## config.mk

```make
export PLATFORM = sky130hd
export DESIGN_NAME = aapr_queue
export DESIGN_NICKNAME = d
export VERILOG_FILES = /design/src/design/aapr_pkg.sv /design/src/design/aapr_queue.sv
export SDC_FILE = /design/constraint.sdc
export NUM_CORES = 1
export LEC_CHECK = 0
export BUFFER_PORTS_ARGS = -buffer_cell sky130_fd_sc_hd__clkbuf_2
export CELL_PAD_IN_SITES_DETAIL_PLACEMENT = 0
export CELL_PAD_IN_SITES_GLOBAL_PLACEMENT = 1
export CORE_ASPECT_RATIO = 1.4
export CORE_MARGIN = 10
export CORE_UTILIZATION = 40
export CTS_CLUSTER_DIAMETER = 100
export CTS_CLUSTER_SIZE = 20
export DETAILED_ROUTE_END_ITERATION = 10
export PLACE_DENSITY = 0.77
export SETUP_SLACK_MARGIN = 0.02
export SLEW_MARGIN = 20
export SYNTH_ARGS = -nofsm -noshare
export SYNTH_HDL_FRONTEND = slang
export SYNTH_SLANG_ARGS = --single-unit
```

## constraint.sdc

```tcl
create_clock -name clk -period 5 [get_ports clk]
set_input_delay 0.5 -clock clk [delete_from_list [all_inputs] [get_ports clk]]
set_output_delay 0.5 -clock clk [all_outputs]
set_load 0.02 [all_outputs]
```

## src/design/aapr_pkg.sv

```systemverilog
// package for the axis-angle point rotator: payload types, config struct,
// angle constants and the cordic arctangent table
// no dependencies
package aapr_pkg;

  // default number of cordic iterations
  localparam int DEF_CORDIC_STAGES = 16;

  // depth of the queue between front and back
  localparam int Q_DEPTH = 4;

  // number of back-end pipeline stages, output register included
  localparam int BACK_STAGES = 7;

  // number of modulo reduction steps (2pi times 2^18 down to 2pi times 1)
  localparam int RED_STEPS = 19;

  // angle constants, q.28 radians
  localparam logic signed [32:0] TWO_PI_Q28   = 33'sd1686629713;
  localparam logic signed [32:0] PI_Q28       = 33'sd843314857;
  localparam logic signed [32:0] HALF_PI_Q28  = 33'sd421657428;
  localparam logic signed [32:0] NHALF_PI_Q28 = -33'sd421657428;

  // cordic gain, q2.30
  localparam logic signed [33:0] CORDIC_K_Q30 = 34'sd652032874;

  // axis reset value, 1.0 in q2.16
  localparam logic signed [17:0] AXIS_ONE = 18'sd65536;

  // register indexes
  typedef enum logic [2:0] {
    REG_ORIGIN_X       = 3'd0,
    REG_ORIGIN_Y       = 3'd1,
    REG_ORIGIN_Z       = 3'd2,
    REG_AXIS_X         = 3'd3,
    REG_AXIS_Y         = 3'd4,
    REG_AXIS_Z         = 3'd5,
    REG_ANGLE_PER_STEP = 3'd6
  } reg_idx_t;

  typedef logic signed [31:0] coord_t;
  typedef logic signed [32:0] diff_t;
  typedef logic signed [17:0] axis_t;
  typedef logic signed [27:0] trig_t;

  // configuration register set
  typedef struct packed {
    coord_t origin_x;
    coord_t origin_y;
    coord_t origin_z;
    axis_t  axis_x;
    axis_t  axis_y;
    axis_t  axis_z;
    coord_t angle_per_step;
  } cfg_t;

  // item handed from front to back
  typedef struct packed {
    trig_t cs;
    trig_t sn;
    diff_t t_x;
    diff_t t_y;
    diff_t t_z;
  } fwd_t;

  // queue status between front and back
  typedef struct packed {
    logic full;
    logic empty;
  } q_stat_t;

  // atan(2^-i) in q.28, rounded to nearest
  function automatic logic signed [31:0] atan_q28(input int i);
    logic signed [31:0] a;
    case (i)
      0:       a = 32'sd210828714;
      1:       a = 32'sd124459457;
      2:       a = 32'sd65760959;
      3:       a = 32'sd33381290;
      4:       a = 32'sd16755422;
      5:       a = 32'sd8385879;
      6:       a = 32'sd4193963;
      7:       a = 32'sd2097109;
      8:       a = 32'sd1048571;
      9:       a = 32'sd524287;
      default: a = (i >= 28) ? 32'sd1 : (32'sd1 <<< (28 - i));
    endcase
    return a;
  endfunction

endpackage

```

## src/design/aapr_queue.sv

```systemverilog
// short fifo between the front and back ends
// depends on aapr_pkg
module aapr_queue import aapr_pkg::*; #(
  parameter int DEPTH = Q_DEPTH
) (
  input  logic    clk,
  input  logic    rst_n,
  input  logic    push,
  input  fwd_t    push_data,
  input  logic    pop,
  output fwd_t    head,
  output q_stat_t stat
);

  localparam int AW = $clog2(DEPTH);

  fwd_t          mem [DEPTH];
  logic [AW-1:0] wr_ptr_r, rd_ptr_r;
  logic [AW:0]   cnt_r;

  // pointers and fill count
  always_ff @(posedge clk) begin
    if (!rst_n) begin
      wr_ptr_r <= '0;
      rd_ptr_r <= '0;
      cnt_r    <= '0;
    end else begin
      if (push) begin
        wr_ptr_r <= (wr_ptr_r == AW'(DEPTH - 1)) ? '0 : wr_ptr_r + 1'b1;
      end
      if (pop) begin
        rd_ptr_r <= (rd_ptr_r == AW'(DEPTH - 1)) ? '0 : rd_ptr_r + 1'b1;
      end
      cnt_r <= cnt_r + (AW+1)'(push) - (AW+1)'(pop);
    end
  end

  // storage
  always_ff @(posedge clk) begin
    if (push) begin
      mem[wr_ptr_r] <= push_data;
    end
  end

  assign head       = mem[rd_ptr_r];
  assign stat.full  = (cnt_r == (AW+1)'(DEPTH));
  assign stat.empty = (cnt_r == '0);

endmodule

```

; ---- Word-level counts from Yosys, hierarchy flattened
; Memories as Yosys holds them, arrays and structs flattened. A register that Yosys moved wholly into a read port is not among the register bits.
; Cells that the tools add are included.
[word_totals]
register_bits = 7
mem_bits_rw = 620
in_bits = 159
out_inout_bits = 157
word_cells = 18
mem_count = 1
[op_classes]
n_addsub = 4
n_eq_ne = 3
muxes = 6
n_reduce_logical = 1
[mem_list]
columns = name, words, word_bits, read_ports, rd_clocked_by_memory_dff, write_ports, line_no
row1 = mem, 4, 155, 1, 1, 1, aapr_queue.sv:17  ; fwd_t mem [DEPTH];
[ops]
columns = op, count
row1 = 2-to-1 mux 2 bit, 4
row2 = adder 2 x 1 -> 2 bit (second input constant), 2
row3 = equality test 2 bit (second input constant), 2
row4 = adder 3 x 1 -> 3 bit, 1
row5 = equality test 3 bit (second input constant), 1
row6 = logical NOT 3 bit, 1
row7 = subtractor 3 x 1 -> 3 bit, 1
row8 = 2-to-1 mux 1 bit, 2

; ---- Longest topological paths before layout
[logic_depth]
depth_word = 4
mapped_depth = 7
mapped_depth_nobuf = 7

; ---- Least setup slack after synthesis
; OpenSTA, ideal clock, no wires.
[synth_path]
path_type = register to register
start = reg wr_ptr_r[0]
end = mem mem[0][0] (netlist bit), enable pin
setup_time_ps = 533
t_arrival_ps = 4080
required_time_ps = 4467
path_slack_ps = 387
stages_incl_launch_ff = 4
period_less_slack_ps = 4613
cell_sequence = dfxtp_1 > inv_1 > ha_1 > and2_1
[synth_rtl]
columns = element, line_no
row1 = start: declaration, aapr_queue.sv:18  ; logic [AW-1:0] wr_ptr_r, rd_ptr_r;
row2 = start signal: assignment, aapr_queue.sv:29  ; wr_ptr_r <= (wr_ptr_r == AW'(DEPTH - 1)) ? '0 : wr_ptr_r + 1'b1;
row3 = end: declaration, aapr_queue.sv:17
; Straight into the memory's write port.

==> flow_summary_export.csv <==
group,metric,value,unit
cts,clkTransAtPathRegs,0.08,ns
global_route,globalRouteTotalUtil,0.136,
logic_synthesis,ys.flop_type,"edfxtp_1",
cts,tritoncts,"built",
power_and_ir_drop,p_int,7.81,mW
sta,post-route-min-period,3.29,ns
critical_path,critical_path.slowest_cell,"dfxtp_4",
layout,layout-drive-gt1-share,0.442,
logic_synthesis,flip_flop_and_latch_count_after_synthesis,629,
power_and_ir_drop,power.total,10.1,mW
sta,post_route_worst_hold_slack,0.163,ns
drt,drt-initial-drc-count,720,
drt,ant_nets,0,
power_and_ir_drop,net-switching-power,2.26,mW
sta,highest_achievable_clock_rate,304,MHz
logic_synthesis,synth_enable_flop_cells,620,
cts,cts-resized-gates,0,
cts,cts_num_sinks,629,
logic_synthesis,synthesis.nets,1020,
logic_synthesis,yosys.cell_types.count,19,
logic_synthesis,async_flop_share,0,
critical_path,path_cells,"buf_12 > mux4_2 > clkbuf_2",
cts,numCtsBuffers,37,
place,place_area,0.0253,mm^2
logic_synthesis,syn-cell-area,0.0228,mm^2
layout,area_delta_synth_final,15.3,%
cts,ctsHtreeMaxLevel,2,
power_and_ir_drop,power_leakage,8.66,nW
global_route,grt_first_pass_wirelength,69600,um
critical_path,cp_num_cells,3,
place,placed_cells_incl_taps,1883,
sta,hold_viol_final,0,
drt,route.detailed.drc,0,
critical_path,worst_setup_path_class,"register to output pin",
drt,via_per_inst,5.13,
power_and_ir_drop,pwr-share-clk,0.289,
critical_path,worst_r2r_path_depth,4,
critical_path,worst_path_largest_cell_delay,0.89,ns
cts,clock_tree.root_cell,"clkbuf_16",
place,hpwlAfterDp,29100,um
die,coreArea,0.0564,mm^2
critical_path,timing.critical_path.buf_inv,2,
place,buffer_ports.inserted,315,
power_and_ir_drop,combinationalPowerShare,0.108,
global_route,grt_antenna_before_repair,6,
logic_synthesis,sequential_element_share_of_the_synthesized_area,0.825,
die,floorplan.initialDensity,0.404,
die,die_footprint,0.0671,mm^2
sta,grt_setup_unrepaired,"false",
power_and_ir_drop,worst_ir_drop_vdd,296,uV
job,drv_cap,0,
logic_synthesis,syn_area_per_cell,26.7,um^2
critical_path,timing.critical_path.to_type,"output pin",
layout,stdcell_area,0.0263,mm^2
power_and_ir_drop,sw_frac,0.224,
critical_path,critPathRequiredTime,4.50,ns
critical_path,critical_path_peak_fanout,56,
sta,post-route-period-util,0.658,
critical_path,critical-path-top-delay-family,"flip-flops",
logic_synthesis,synth.yosys.warnings,0,
cts,cts.hold.buffers_added,0,
min_path,hold_path_class,"input port to register",
power_and_ir_drop,sequential_power_share,0.603,
layout,fin_nets,1354,
sta,timing.max_slew.rel_slack,0.210,
global_route,via_count_of_the_first_global_routing_pass,10611,
power_and_ir_drop,power_density,383,mW/mm^2
drt,route.detailed.wl_per_inst,24.0,um
place,gp_congestion,0.719,
sta,slew_viol_final,0,
global_route,grt_max_degree,156,
drt,wirelength,46600,um
die,dieHeight,302,um
drt,detail_route.first_pass.iterations,6,
sta,report.final.setup_viol,0,
logic_synthesis,synth_cells,853,
sta,worst_slew_pin_slew,1.19,ns
die,dieWidth,222,um
min_path,timing.hold.worst_path_depth,1,
layout,fillers,4667,
run_status,run_status,"finished clean",
sta,setup_tns_final,0,ns
die,top_level_ports,316,
cts,clock_latency,0.55,ns
drt,dr_total_vias,9955,
critical_path,cp-start-kind,"register",
sta,fin_worst_skew,0.0102,ns
cts,clock_tree.buffer_depth,3,
die,rows,103,
global_route,grt-ovfl-total,0,
cts,post-cts-setup-buffer-count,0,
critical_path,worstPathArrival,2.79,ns
layout,stdcell_count,1940,
==> Yosys cell counts (2+ instances only) <==
| library cell | n | share of area |
|---|---|---|
| inv_1 | 7 | 0.0012 |
| nand2b_1 | 2 | 0.00055 |
| clkbuf_1 | 2 | 0.00033 |
| or3b_2 | 2 | 0.00077 |
| a21oi_1 | 2 | 0.00044 |
| nor2_1 | 3 | 0.00049 |
| buf_4 | 11 | 0.0036 |
| buf_2 | 16 | 0.0035 |
| edfxtp_1 | 620 | 0.82 |
| dfxtp_1 | 9 | 0.0079 |
| mux4_2 | 155 | 0.15 |
| and2_1 | 6 | 0.0016 |
| mux2i_1 | 2 | 0.00088 |
| ha_1 | 7 | 0.0038 |
| buf_6 | 5 | 0.0025 |
==> layout make-up <==
type | count | area [um^2] | area share
multi-input combinational | 183 | 3750 | 0.143
timing repair buffer | 329 | 1770 | 0.0673
antenna | 5 | 12.5 | 0.000476
tap | 735 | 920 | 0.0350
clock buffer | 51 | 978 | 0.0372
clock inverter | 1 | 16.3 | 0.000619
inverter | 7 | 26.3 | 0.00100
sequential | 629 | 18800 | 0.716
==> power groups by stage <==
stage / combinational (mW) / clock, mW / sequential [mW]
detailed placement: 1.12 / 0 / 6.20
global route: 1.17 / 3.23 / 6.09
CTS: 1.12 / 3.04 / 6.08
finish: 1.08 / 2.91 / 6.07
floorplan: 0.688 / 0 / 6.19
global placement: 1.10 / 0 / 6.18
==> stage by stage <==
stage          utilization  setup WS [ns]
4_1_cts              0.465           1.55
3_5_place_dp         0.448           2.18
2_1_floorplan            -          0.387
5_1_grt              0.465           1.43
6_report             0.466           1.71
3_3_place_gp         0.448           2.18
==> cell families (layout without fill, tap and decap cells) <==
family	after synthesis	count (layout)	synth area share
DFF	629	629	0.825
muxes	157	157	0.154
buffers and inverters	41	388	0.0111
and+or+nand+nor	15	15	0.00395
adders and majority gates	8	8	0.00472
AOI/OAI and AO/OA	2	2	0.000439
xor gates and xnor gates	1	1	0.00104
other	0	5	0
==> registers in the layout (all words and copies together) (netlist names), named ones only <==
name	count
cnt_r	3
rd_ptr_r	2
mem	620
wr_ptr_r	2
==> layer usage <==
layer / routed length [um] / track usage / up-vias
met3: 3010 / 0.0384 / 60
met5: 36 / 0 / -
met4: 1140 / 0.0419 / 6
met2: 24600 / 0.233 / 271
li1: - / - / 4343
met1: 17800 / 0.164 / 5275
==> cell usage in the layout (no fill, tap or decap) <==
master	count
fa_1	1
nor3_1	1
nand2b_1	2
ha_1	7
buf_4	7
xor3_1	1
dfxtp_4	2
diode_2	5
clkinv_8	1
clkbuf_2	315
and2_4	4
edfxtp_1	620
or3b_2	2
buf_12	7
mux2i_1	2
mux4_2	155
clkbuf_1	14
nor2_1	3
clkbuf_16	37
and2_1	2
a21oi_1	2
inv_1	7
and3_1	1
dfxtp_1	7
==> worst paths after layout <==
path                             from              endpoint  slack, ns
max                          register             head[101]       1.71
min                     push_data[32]  mem[3][32]$_DFFE_PP_       0.16
max reg2reg  wr_ptr_r[0]$_SDFFE_PN0P_  mem[2][59]$_DFFE_PP_       2.61
min reg2reg  rd_ptr_r[0]$_SDFFE_PN0P_              register       0.53
Power figures use the tool's default switching activity.
